$ cat config.mk
export PLATFORM = sky130hd
export DESIGN_NAME = two_channel_window_rms
export DESIGN_NICKNAME = d
export VERILOG_FILES = /design/src/hdl/tcwr_pkg.sv /design/src/hdl/two_channel_window_rms.sv
export VERILOG_INCLUDE_DIRS = /design/src /design/src/hdl
export SDC_FILE = /design/constraint.sdc
export NUM_CORES = 2
export LEC_CHECK = 0
export BUFFER_PORTS_ARGS = -buffer_cell sky130_fd_sc_hd__buf_2
export CAP_MARGIN = 40
export CORE_MARGIN = 1
export CORE_UTILIZATION = 29
export CTS_BUF_LIST = sky130_fd_sc_hd__clkbuf_4 sky130_fd_sc_hd__clkbuf_8
export CTS_CLUSTER_DIAMETER = 200
export DETAILED_ROUTE_END_ITERATION = 8
export HOLD_SLACK_MARGIN = 0.03
export PLACE_DENSITY = 0.43
export SYNTH_ARGS = -nofsm -noshare
export SYNTH_HDL_FRONTEND = slang
export SYNTH_SLANG_ARGS = --single-unit
$ cat constraint.sdc
create_clock -name clk -period 7.3 [get_ports clk]
set_clock_uncertainty 0.1 [all_clocks]
set_input_delay 1.46 -clock clk [delete_from_list [all_inputs] [get_ports clk]]
set_output_delay 1.46 -clock clk [all_outputs]
set_load 0.05 [all_outputs]
$ cat src/hdl/assert_macros.svh
// assertion macros shared by the rtl of the window rms block
// expects a clock named clk and a synchronous active high reset named rst
`ifndef ASSERT_MACROS_SVH
`define ASSERT_MACROS_SVH

// condition implies consequence in the same cycle
`define CHK_IMPLIES(label, ante, cons, msg) \
  label: assert property (@(posedge clk) disable iff (rst) (ante) |-> (cons)) else $error(msg);

// condition implies consequence in the next cycle
`define CHK_NEXT(label, ante, cons, msg) \
  label: assert property (@(posedge clk) disable iff (rst) (ante) |=> (cons)) else $error(msg);

`endif

$ cat src/hdl/tcwr_pkg.sv
// widths, register indexes and types of the two channel window rms block
// no dependencies
`default_nettype none

package tcwr_pkg;

  localparam int OFFSET_W   = 12;  // raw zero offset registers
  localparam int SCALE_W    = 32;  // q16.16 scale registers
  localparam int WIN_W      = 11;  // window length register and sample count
  localparam int SUM_W      = 35;  // square sum accumulators
  localparam int MEAN_SHIFT = 16;  // mean is shifted up before the root
  localparam int ROOT_W     = 26;  // floor sqrt of a 51 bit radicand
  localparam int RAD_W      = 2 * ROOT_W;
  localparam int REM_W      = ROOT_W + 2;  // shared subtractor width
  localparam int MUL_B_W    = SCALE_W / 2; // multiplier takes half a scale
  localparam int PROD_W     = ROOT_W + MUL_B_W;
  localparam int ACC_W      = ROOT_W + SCALE_W;
  localparam int OUT_SHIFT  = 24;
  localparam int RMS_W      = 24;
  localparam int CFG_IDX_W  = 3;
  localparam int CFG_DATA_W = 32;
  localparam int STEP_W     = 6;   // holds the longest iteration count

  typedef logic [CFG_IDX_W-1:0] cfg_index_t;

  localparam cfg_index_t REG_VOLT_OFFSET   = 3'd0;
  localparam cfg_index_t REG_AMP_OFFSET    = 3'd1;
  localparam cfg_index_t REG_VOLT_SCALE    = 3'd2;
  localparam cfg_index_t REG_AMP_SCALE     = 3'd3;
  localparam cfg_index_t REG_WINDOW_LENGTH = 3'd4;

  typedef logic [SUM_W-1:0]  sum_t;
  typedef logic [RMS_W-1:0]  rms_t;
  typedef logic [SCALE_W-1:0] scale_t;

endpackage

`default_nettype wire

$ cat src/hdl/two_channel_window_rms.sv
// two channel windowed true rms: accumulate, divide, root and scale
// depends on tcwr_pkg and assert_macros.svh
//
//   channel  direction  handshake            payload
//   in       to block   in_valid, in_stall   volt_sample, amp_sample
//   out      from block out_valid, out_stall volt_rms, amp_rms
//   cfg      to block   cfg_write            cfg_index, cfg_data
//
// an item that does not close the window passes accept, square volt, square amp and add,
//   and count; one 26x16 multiplier and one adder are shared
// an item that closes the window adds, per channel, 35 divide steps, 26 root steps on
//   the one shared subtractor, then scaling: low multiply, high multiply, sum and clip
// the result sits in an output register, so input is taken while it waits;
//   only a second closing window stalls until the first result is taken
// reset restores the register defaults and clears both sums and the count
`default_nettype none

module two_channel_window_rms #(
  parameter int MAX_WINDOW  = 1024,
  parameter int SAMPLE_BITS = 12
) (
  input  wire  logic                            clk,
  input  wire  logic                            rst,
  // configuration
  input  wire  logic                            cfg_write,
  input  wire  tcwr_pkg::cfg_index_t            cfg_index,
  input  wire  logic [tcwr_pkg::CFG_DATA_W-1:0] cfg_data,
  // sample items
  input  wire  logic                            in_valid,
  output logic                                  in_stall,
  input  wire  logic [SAMPLE_BITS-1:0]          volt_sample,
  input  wire  logic [SAMPLE_BITS-1:0]          amp_sample,
  // result items
  output logic                                  out_valid,
  input  wire  logic                            out_stall,
  output tcwr_pkg::rms_t                        volt_rms,
  output tcwr_pkg::rms_t                        amp_rms
);

  import tcwr_pkg::*;

  // difference of a sample and an offset, wide enough for either
  localparam int DIFF_W = (SAMPLE_BITS > OFFSET_W) ? SAMPLE_BITS : OFFSET_W;
  // largest window the count can reach
  localparam int WIN_CAP = (MAX_WINDOW < (2 ** WIN_W) - 1) ? MAX_WINDOW : (2 ** WIN_W) - 1;
  localparam logic [WIN_W-1:0] WIN_CAP_V = WIN_CAP[WIN_W-1:0];

  localparam logic [STEP_W-1:0] DIV_LAST  = STEP_W'(SUM_W - 1);
  localparam logic [STEP_W-1:0] ROOT_LAST = STEP_W'(ROOT_W - 1);

  // sequencer states
  localparam logic [3:0] S_IDLE    = 4'd0;
  localparam logic [3:0] S_SQ_V    = 4'd1;  // square volt difference
  localparam logic [3:0] S_SQ_A    = 4'd2;  // add volt square, square amp
  localparam logic [3:0] S_SQ_END  = 4'd3;  // add amp square, count sample
  localparam logic [3:0] S_DIV     = 4'd4;  // one quotient bit per cycle
  localparam logic [3:0] S_SQRT    = 4'd5;  // one root bit per cycle
  localparam logic [3:0] S_MUL_LO  = 4'd6;
  localparam logic [3:0] S_MUL_HI  = 4'd7;
  localparam logic [3:0] S_MUL_SUM = 4'd8;
  localparam logic [3:0] S_SAT     = 4'd9;

  // configuration registers
  logic [OFFSET_W-1:0] volt_offset;
  logic [OFFSET_W-1:0] amp_offset;
  scale_t              volt_scale;
  scale_t              amp_scale;
  logic [WIN_W-1:0]    window_length;

  // window state
  sum_t             vsum;
  sum_t             asum;
  logic [WIN_W-1:0] taken;

  // sequencer and datapath registers
  logic [3:0]        state;
  logic              chan;      // 0 volt, 1 amp
  logic [STEP_W-1:0] step;
  logic [DIFF_W-1:0] dv;
  logic [DIFF_W-1:0] da;
  logic [PROD_W-1:0] prod;
  logic [ACC_W-1:0]  acc;
  logic [RAD_W-1:0]  work;      // dividend/quotient, then radicand
  logic [REM_W-1:0]  rem;
  logic [ROOT_W-1:0] root;
  rms_t              volt_res;

  // combinational helpers
  logic [WIN_W-1:0]   n_eff;
  logic [DIFF_W-1:0]  vs_ext;
  logic [DIFF_W-1:0]  as_ext;
  logic [DIFF_W-1:0]  vo_ext;
  logic [DIFF_W-1:0]  ao_ext;
  logic [DIFF_W-1:0]  dv_next;
  logic [DIFF_W-1:0]  da_next;
  logic [ROOT_W-1:0]  mul_a;
  logic [MUL_B_W-1:0] mul_b;
  logic [PROD_W-1:0]  mul_p;
  sum_t               add_a;
  logic [SUM_W:0]     add_s;
  sum_t               sat_sum;
  logic [REM_W-1:0]   sub_a;
  logic [REM_W-1:0]   sub_b;
  logic [REM_W:0]     sub_d;
  logic               fits;
  logic [WIN_W:0]     div_t;
  logic [REM_W-1:0]   sqrt_t;
  scale_t             scale_sel;
  rms_t               rms_sat;
  logic [WIN_W-1:0]   taken_inc;
  logic               out_free;

  // zero means one sample, anything above the cap is the cap
  always_comb begin
    if (window_length == '0) begin
      n_eff = WIN_W'(1);
    end else if (window_length > WIN_CAP_V) begin
      n_eff = WIN_CAP_V;
    end else begin
      n_eff = window_length;
    end
  end

  // absolute differences from the raw zero codes
  assign vs_ext  = DIFF_W'(volt_sample);
  assign as_ext  = DIFF_W'(amp_sample);
  assign vo_ext  = DIFF_W'(volt_offset);
  assign ao_ext  = DIFF_W'(amp_offset);
  assign dv_next = (vs_ext >= vo_ext) ? (vs_ext - vo_ext) : (vo_ext - vs_ext);
  assign da_next = (as_ext >= ao_ext) ? (as_ext - ao_ext) : (ao_ext - as_ext);

  assign scale_sel = chan ? amp_scale : volt_scale;

  // shared multiplier: squares while accumulating, root times scale halves later
  always_comb begin
    unique case (state)
      S_SQ_V: begin
        mul_a = ROOT_W'(dv);
        mul_b = MUL_B_W'(dv);
      end
      S_SQ_A: begin
        mul_a = ROOT_W'(da);
        mul_b = MUL_B_W'(da);
      end
      S_MUL_HI: begin
        mul_a = root;
        mul_b = scale_sel[SCALE_W-1:MUL_B_W];
      end
      default: begin
        mul_a = root;
        mul_b = scale_sel[MUL_B_W-1:0];
      end
    endcase
  end
  assign mul_p = PROD_W'(mul_a) * PROD_W'(mul_b);

  // shared saturating accumulate
  assign add_a   = (state == S_SQ_A) ? vsum : asum;
  assign add_s   = (SUM_W + 1)'(add_a) + (SUM_W + 1)'(prod);
  assign sat_sum = add_s[SUM_W] ? {SUM_W{1'b1}} : add_s[SUM_W-1:0];

  // shared trial subtractor: restoring divide step or root digit step
  assign div_t  = {rem[WIN_W-1:0], work[SUM_W-1]};
  assign sqrt_t = {rem[REM_W-3:0], work[RAD_W-1 -: 2]};
  always_comb begin
    if (state == S_SQRT) begin
      sub_a = sqrt_t;
      sub_b = {root, 2'b01};
    end else begin
      sub_a = REM_W'(div_t);
      sub_b = REM_W'(n_eff);
    end
  end
  assign sub_d = {1'b0, sub_a} - {1'b0, sub_b};
  assign fits  = !sub_d[REM_W];

  // drop the fraction bits and clip to the output width
  assign rms_sat = (|acc[ACC_W-1:OUT_SHIFT+RMS_W]) ? {RMS_W{1'b1}}
                                                  : acc[OUT_SHIFT +: RMS_W];

  assign taken_inc = taken + WIN_W'(1);
  assign out_free  = !out_valid || !out_stall;
  assign in_stall  = (state != S_IDLE);

  // configuration writes
  always_ff @(posedge clk) begin
    if (rst) begin
      volt_offset   <= OFFSET_W'(2048);
      amp_offset    <= OFFSET_W'(2048);
      volt_scale    <= SCALE_W'(65536);
      amp_scale     <= SCALE_W'(65536);
      window_length <= WIN_W'(400);
    end else if (cfg_write) begin
      unique case (cfg_index)
        REG_VOLT_OFFSET:   volt_offset   <= cfg_data[OFFSET_W-1:0];
        REG_AMP_OFFSET:    amp_offset    <= cfg_data[OFFSET_W-1:0];
        REG_VOLT_SCALE:    volt_scale    <= cfg_data[SCALE_W-1:0];
        REG_AMP_SCALE:     amp_scale     <= cfg_data[SCALE_W-1:0];
        REG_WINDOW_LENGTH: window_length <= cfg_data[WIN_W-1:0];
        default: ;  // unused indexes are ignored
      endcase
    end
  end

  // sequencer
  always_ff @(posedge clk) begin
    if (rst) begin
      state     <= S_IDLE;
      chan      <= 1'b0;
      step      <= '0;
      vsum      <= '0;
      asum      <= '0;
      taken     <= '0;
      out_valid <= 1'b0;
    end else begin
      if (out_valid && !out_stall) begin
        out_valid <= 1'b0;
      end
      unique case (state)
        S_IDLE: begin
          if (in_valid) begin
            dv    <= dv_next;
            da    <= da_next;
            state <= S_SQ_V;
          end
        end
        S_SQ_V: begin
          prod  <= mul_p;
          state <= S_SQ_A;
        end
        S_SQ_A: begin
          vsum  <= sat_sum;
          prod  <= mul_p;
          state <= S_SQ_END;
        end
        S_SQ_END: begin
          asum <= sat_sum;
          if (taken_inc < n_eff) begin
            taken <= taken_inc;
            state <= S_IDLE;
          end else begin
            // window closed: start on the volt channel
            taken <= '0;
            chan  <= 1'b0;
            step  <= '0;
            rem   <= '0;
            work  <= RAD_W'(vsum);
            state <= S_DIV;
          end
        end
        S_DIV: begin
          rem  <= fits ? sub_d[REM_W-1:0] : REM_W'(div_t);
          step <= step + STEP_W'(1);
          if (step == DIV_LAST) begin
            // quotient is complete: load it as radicand, shifted up
            work  <= RAD_W'({work[SUM_W-2:0], fits, {MEAN_SHIFT{1'b0}}});
            rem   <= '0;
            root  <= '0;
            step  <= '0;
            state <= S_SQRT;
          end else begin
            work[SUM_W-1:0] <= {work[SUM_W-2:0], fits};
          end
        end
        S_SQRT: begin
          rem  <= fits ? sub_d[REM_W-1:0] : sqrt_t;
          root <= {root[ROOT_W-2:0], fits};
          work <= {work[RAD_W-3:0], 2'b00};
          step <= step + STEP_W'(1);
          if (step == ROOT_LAST) begin
            state <= S_MUL_LO;
          end
        end
        S_MUL_LO: begin
          prod  <= mul_p;
          state <= S_MUL_HI;
        end
        S_MUL_HI: begin
          acc   <= ACC_W'(prod);
          prod  <= mul_p;
          state <= S_MUL_SUM;
        end
        S_MUL_SUM: begin
          acc   <= acc + {prod, {MUL_B_W{1'b0}}};
          state <= S_SAT;
        end
        S_SAT: begin
          if (!chan) begin
            // volt done: run the same sequence on the amp sum
            volt_res <= rms_sat;
            chan     <= 1'b1;
            step     <= '0;
            rem      <= '0;
            work     <= RAD_W'(asum);
            state    <= S_DIV;
          end else if (out_free) begin
            volt_rms  <= volt_res;
            amp_rms   <= rms_sat;
            out_valid <= 1'b1;
            vsum      <= '0;
            asum      <= '0;
            state     <= S_IDLE;
          end
        end
        default: begin
          state <= S_IDLE;
        end
      endcase
    end
  end

  `include "assert_macros.svh"

  // divide remainder always stays below the divisor
  `CHK_IMPLIES(a_div_rem, state == S_DIV, rem[WIN_W-1:0] < n_eff, "divide remainder not below window")
  // root remainder never exceeds twice the partial root
  `CHK_IMPLIES(a_sqrt_rem, state == S_SQRT, rem <= REM_W'({root, 1'b0}), "root remainder out of range")
  // delivering a result empties the window
  `CHK_NEXT(a_win_clear, state == S_SAT && chan && out_free, out_valid && vsum == '0 && asum == '0 && taken == '0, "window not cleared on result")

endmodule

`default_nettype wire
Yosys cells after proc, flatten, opt, wreduce, memory -nomap -nowiden:

Cells that the tools add are included.

* bits in registers: 492
* bits of input ports: 64
* output and inout bits: 50

* $add $sub $neg: 9
* multiply operators: 1
* order comparisons: 4
* eq/ne operators: 23
* multiplexer cells: 48
* bitwise operators: 2
* reduce and logical (&&, ||, !) cells: 34

Operator list (count)
* $pmux 52 s4: 1
* $mux 35: 5
* $mux 26: 6
* $pmux 35 s2: 2
* $pmux 58 s2: 1
* $mux 52: 2
* $pmux 26 s2: 2
* $pmux 26 s4: 1
* $add 58x58->58: 1
* $mux 28: 2
* $pmux 16 s3: 1
* $sub 12x12->12: 4
* $mul 26x16->42: 1
* $pmux 4 s10: 1
* $add 35x36->36: 1
* $mux 11: 3
* $mux 32: 1
* $sub 28x28->29: 1
* $ge 12x12->1: 2
* $mux 12: 2
* $mux 24: 1
* $pmux 6 s4: 1
* $mux 4: 5
* $mux 6: 3
* 35 further kinds: 71

Depth between registers and ports, before layout:

* depth in word-level cells: 8
* gate-level depth with buffers: 33

Worst setup path before layout:

No wires, ideal clock.

* path type: register to register
* from: register state[0]
* to: register prod[40], data pin
* library setup time: 0.265 ns
* arrival: 7.483 ns
* path slack: -0.548 ns
* cell stages (with the launch flop): 33
* buffers on the path: 4
* cell sequence: dfxtp_1 > clkbuf_1 > nor4b_2 > nor2_1 > buf_2 > and3_1 > a211oi_1 > a31oi_1 > nor2_2 > buf_2 > nor2_1 > fa_1 > inv_1 > fa_1 > fa_1 > inv_1 > fa_1 > fa_1 > inv_1 > fa_1 > inv_1 > ha_1 > clkbuf_1 > a2111oi_0 > o21ai_1 > a31oi_1 > o21ai_0 > nor2_1 > o311a_1 > o21bai_1 > a21oi_1 > o21ai_0 > xor2_1

* word-level cells in the longest chain between the ends: 3
* elaborated cells between the ends (all ways): 6
* those cells by class: mul (1); eq/ne (3); mux (2)

Ends and longest elaborated chain
* start: declaration: RTL line two_channel_window_rms.sv:76 `logic [3:0] state;`
* start signal: assignment: RTL line two_channel_window_rms.sv:208 `state <= S_IDLE;`
* start signal: assignment: RTL line two_channel_window_rms.sv:224 `state <= S_SQ_V;`
* start signal: assignment: RTL line two_channel_window_rms.sv:229 `state <= S_SQ_A;`
* $eq 4x3->1 (tied with other cells): RTL line two_channel_window_rms.sv:136 `unique case (state)`
* $pmux 16 s3 / $pmux 26 s2 (equally long branches): RTL line two_channel_window_rms.sv:136
* $mul 26x16->42 *: RTL line two_channel_window_rms.sv:155 `assign mul_p = PROD_W'(mul_a) * PROD_W'(mul_b);`
* named net mul_p[40]: RTL line two_channel_window_rms.sv:98 `logic [PROD_W-1:0] mul_p;`
* end signal: assignment: RTL line two_channel_window_rms.sv:228 `prod <= mul_p;`
* end signal: assignment: RTL line two_channel_window_rms.sv:233 `prod <= mul_p;`
* end signal: assignment: RTL line two_channel_window_rms.sv:275 `prod <= mul_p;`
* end: declaration: RTL line two_channel_window_rms.sv:81 `logic [PROD_W-1:0] prod;`

The timed path passes the listed nets; every way through them passes the cells marked *.
A chain may end at the register's enable or synchronous reset.

Worst setup path in the final report:

Same ends and word-level chain as after synthesis.

==> metrics <==
worst r2r src state[0]; failing checks negative setup slack; H-tree Lvls 3; final net count between 5000 and 6000; Pwr Density 248 mW/mm^2; post-synthesis async set-or-reset flop share 0%; CTS tree built; Setup crit end kind flip-flop; Max-slew headroom 39.4%; status finished, violations left; Root Buffer Master clkbuf_8; Die Wd 373 um; GRT Total Usage a little under a fifth; Final min period around 7.3 ns; crit path launch type flip-flop; DRT antenna net count 0; sequential cell area fraction in the yosys report 31.0%; CTS sink cnt 476; Longest Clk Path Bufs 3; total CTS buffers 92; hold-critical path endpoint volt_rms[5]; WHS 0.315 ns; final slew viol count 0; drc violations 0; Leakage 20.8 nW; Synth cell types between 80 and 90; core box area 0.136 sq mm; Routability Congestion 0.877; final setup margin -0.0342 ns; Worst R2R Setup Slack -0.03 ns; crit path DAT 7.74 ns; wire per inst 19.6 um; dpl ws -0.395 ns; Final TNS setup -0.0593 ns; worst skew pair latency 0.78 ns; CP max FO 7; Post-Syn Area 0.0399 sq mm; largest net degree at the start of global routing between 60 and 70; area grow syn2layout 20.2%; WP data required 7.70 ns; Post-synth EDFFs approximately 280; total power 11.9 mW; hold path cells 0; layout cells sized above 1 18.3%; warning count from the yosys run 0; first-pass GRT wire length 198000 um; Syn Inst Count ~4400; CP Class reg -> reg; DR pass1 iterations 8; Ports 114; number of global-route vias before repair 32540; cell mode on critical path fa_1; Yosys reg bits 476; fin area 0.0480 sq mm; final setup vio count 2; placed inst area 0.0446 sq mm; Worst path slowest cell fa_2; VDD IR-drop max 0.184 mV; number of DRC markers after the initial detailed-route iteration around 2200; Syn Area/Cell 9.02 sq um; syn_nets 5108; Initial Util 29.4%; via count ~32000; FP Rows roughly 140; grt ovf 0; Port Buf Inserts 113; Final Hold Viols 0; antenna violations before repair 4; Main synth FF type edfxtp_1; via/cell ratio 4.85; R2R cell count 30; hold path start volt_res[5]; RSZ-0062 raised after global routing true; Tcrit/Tclk final 100%; worst-margin pin slew between 0.9 and 1 ns; fmax 136 MHz; reg-to-reg critical path endpoint prod[40]; CP peak stage delay between 0.6 and 0.7 ns; die area 0.139 sq mm; CP Launch Point state[0]; Routed Wire Length 130000 um; max-cap viol count 0; worst min-delay path class reg -> reg; clock-pin slew on the worst setup and hold paths 0.06 ns; Die Y between 300 and 400 um; dpl hpwl 101000 um
per-layer routing:
metal,global-route usage [%],share of wire (%)
met2,28.9,44
met5,0,0.025
met3,2.82,4.5
met1,26.0,48
met4,5.43,2.7
logic make-up (layout without fill, tap and decap cells):
family | count (synthesis) | after routing | synth area share (%)
adders and majority gates | 619 | 619 | 25.8
other | 0 | 3 | 0
and+or+nand+nor | 1530 | 1531 | 16.8
AOI/OAI and AO/OA | 896 | 896 | 14.3
muxes | 83 | 84 | 2.23
xor gates and xnor gates | 154 | 154 | 3.38
DFF | 476 | 476 | 31.0
buffers and inverters | 667 | 1078 | 6.44
placed cells by master (no fill, tap or decap), drive strengths merged, types with 115 or more instances in the layout:
cell type	count
nor2	361
edfxtp	284
fa	341
a21o	115
dfxtp	192
buf	454
o21ai	203
inv	448
ha	278
nand2	760
clkbuf	128
a21oi	301
synth_stat cells, types with 40 or more instances:
cell	number	area [sq um]
nand2_1	759	2850
inv_1	443	1660
nor2_1	359	1350
fa_1	341	6830
a21oi_1	298	1490
edfxtp_1	284	8530
ha_1	278	3480
dfxtp_1	192	3840
clkbuf_1	185	694
o21ai_0	136	681
a21o_1	115	863
xnor2_1	89	780
nand3_1	77	385
o21ai_1	67	335
and3_1	65	407
xor2_1	65	569
mux2_2	47	529
and2_1	43	269
a31oi_1	41	257
nand2b_1	40	250
stage by stage:
step | cells | utilization, %
after CTS | 6599 | 34.7
after global placement | 6394 | 32.7
after floorplan | 4425 | -
after global routing | 6622 | 35.3
final | 6622 | 35.3
after detailed placement | 6398 | 32.8
how the worst max path moves through the flow:
stage	end	cells after the start	slack, ns
after global routing	prod[40]	32	-0.34
after floorplan	prod[40]	32	0.01
after detailed placement	prod[40]	29	-0.40
after global placement	prod[40]	30	-0.34
final	prod[40]	30	-0.03
after CTS	prod[40]	32	-0.03
area by class of cell:
cell class	instances	area, sq um
repair buffers	460	3710
diodes	3	7.51
flip-flops and latches	476	12400
multi-input cells	3284	25800
inverters	444	1670
well taps	1781	2230
clock buffers	123	1570
fillers	14163	88000
clock inverters	51	598
repair_timing:
action / in CTS / in global routing
pin swaps: 39 / 73
resized for setup: 74 / 129
setup buffers: 24 / 16
hold buffers: 0 / 0
gates cloned: 3 / 5
setup endpoints to repair: 21 / 24
worst max-delay path: cells and delay by family (launching register included):
family | cells | cell delay [ns]
AND/OR/NAND/NOR | 5 | 0.68
XOR/XNOR | 1 | 0.17
AO/OA/AOI/OAI | 9 | 1.61
flip-flops | 1 | 0.36
adder cells (fa/ha/maj) | 7 | 3.24
buffers and inverters | 8 | 0.85
where the power goes:
group          total [mW]  leakage, nW  switching (mW)  internal (mW)
sequential           3.27         4.07           0.186           3.08
clock                3.18         1.12            1.30           1.87
combinational        5.46         15.6            3.02           2.44
total                11.9         20.8            4.51           7.39
flip-flops by register name, summed over array words and instances, names as in the netlist, 4 cells and up:
signal         flops
work              52
volt_rms          24
root              26
volt_scale        32
vsum              35
acc               42
amp_rms           24
window_length     11
step               6
da                12
amp_offset        12
taken             11
dv                12
asum              35
state              4
prod              42
volt_res          24
vo_ext            12
rem               26
amp_scale         32
No activity file was read; power rests on OpenSTA's default activity.
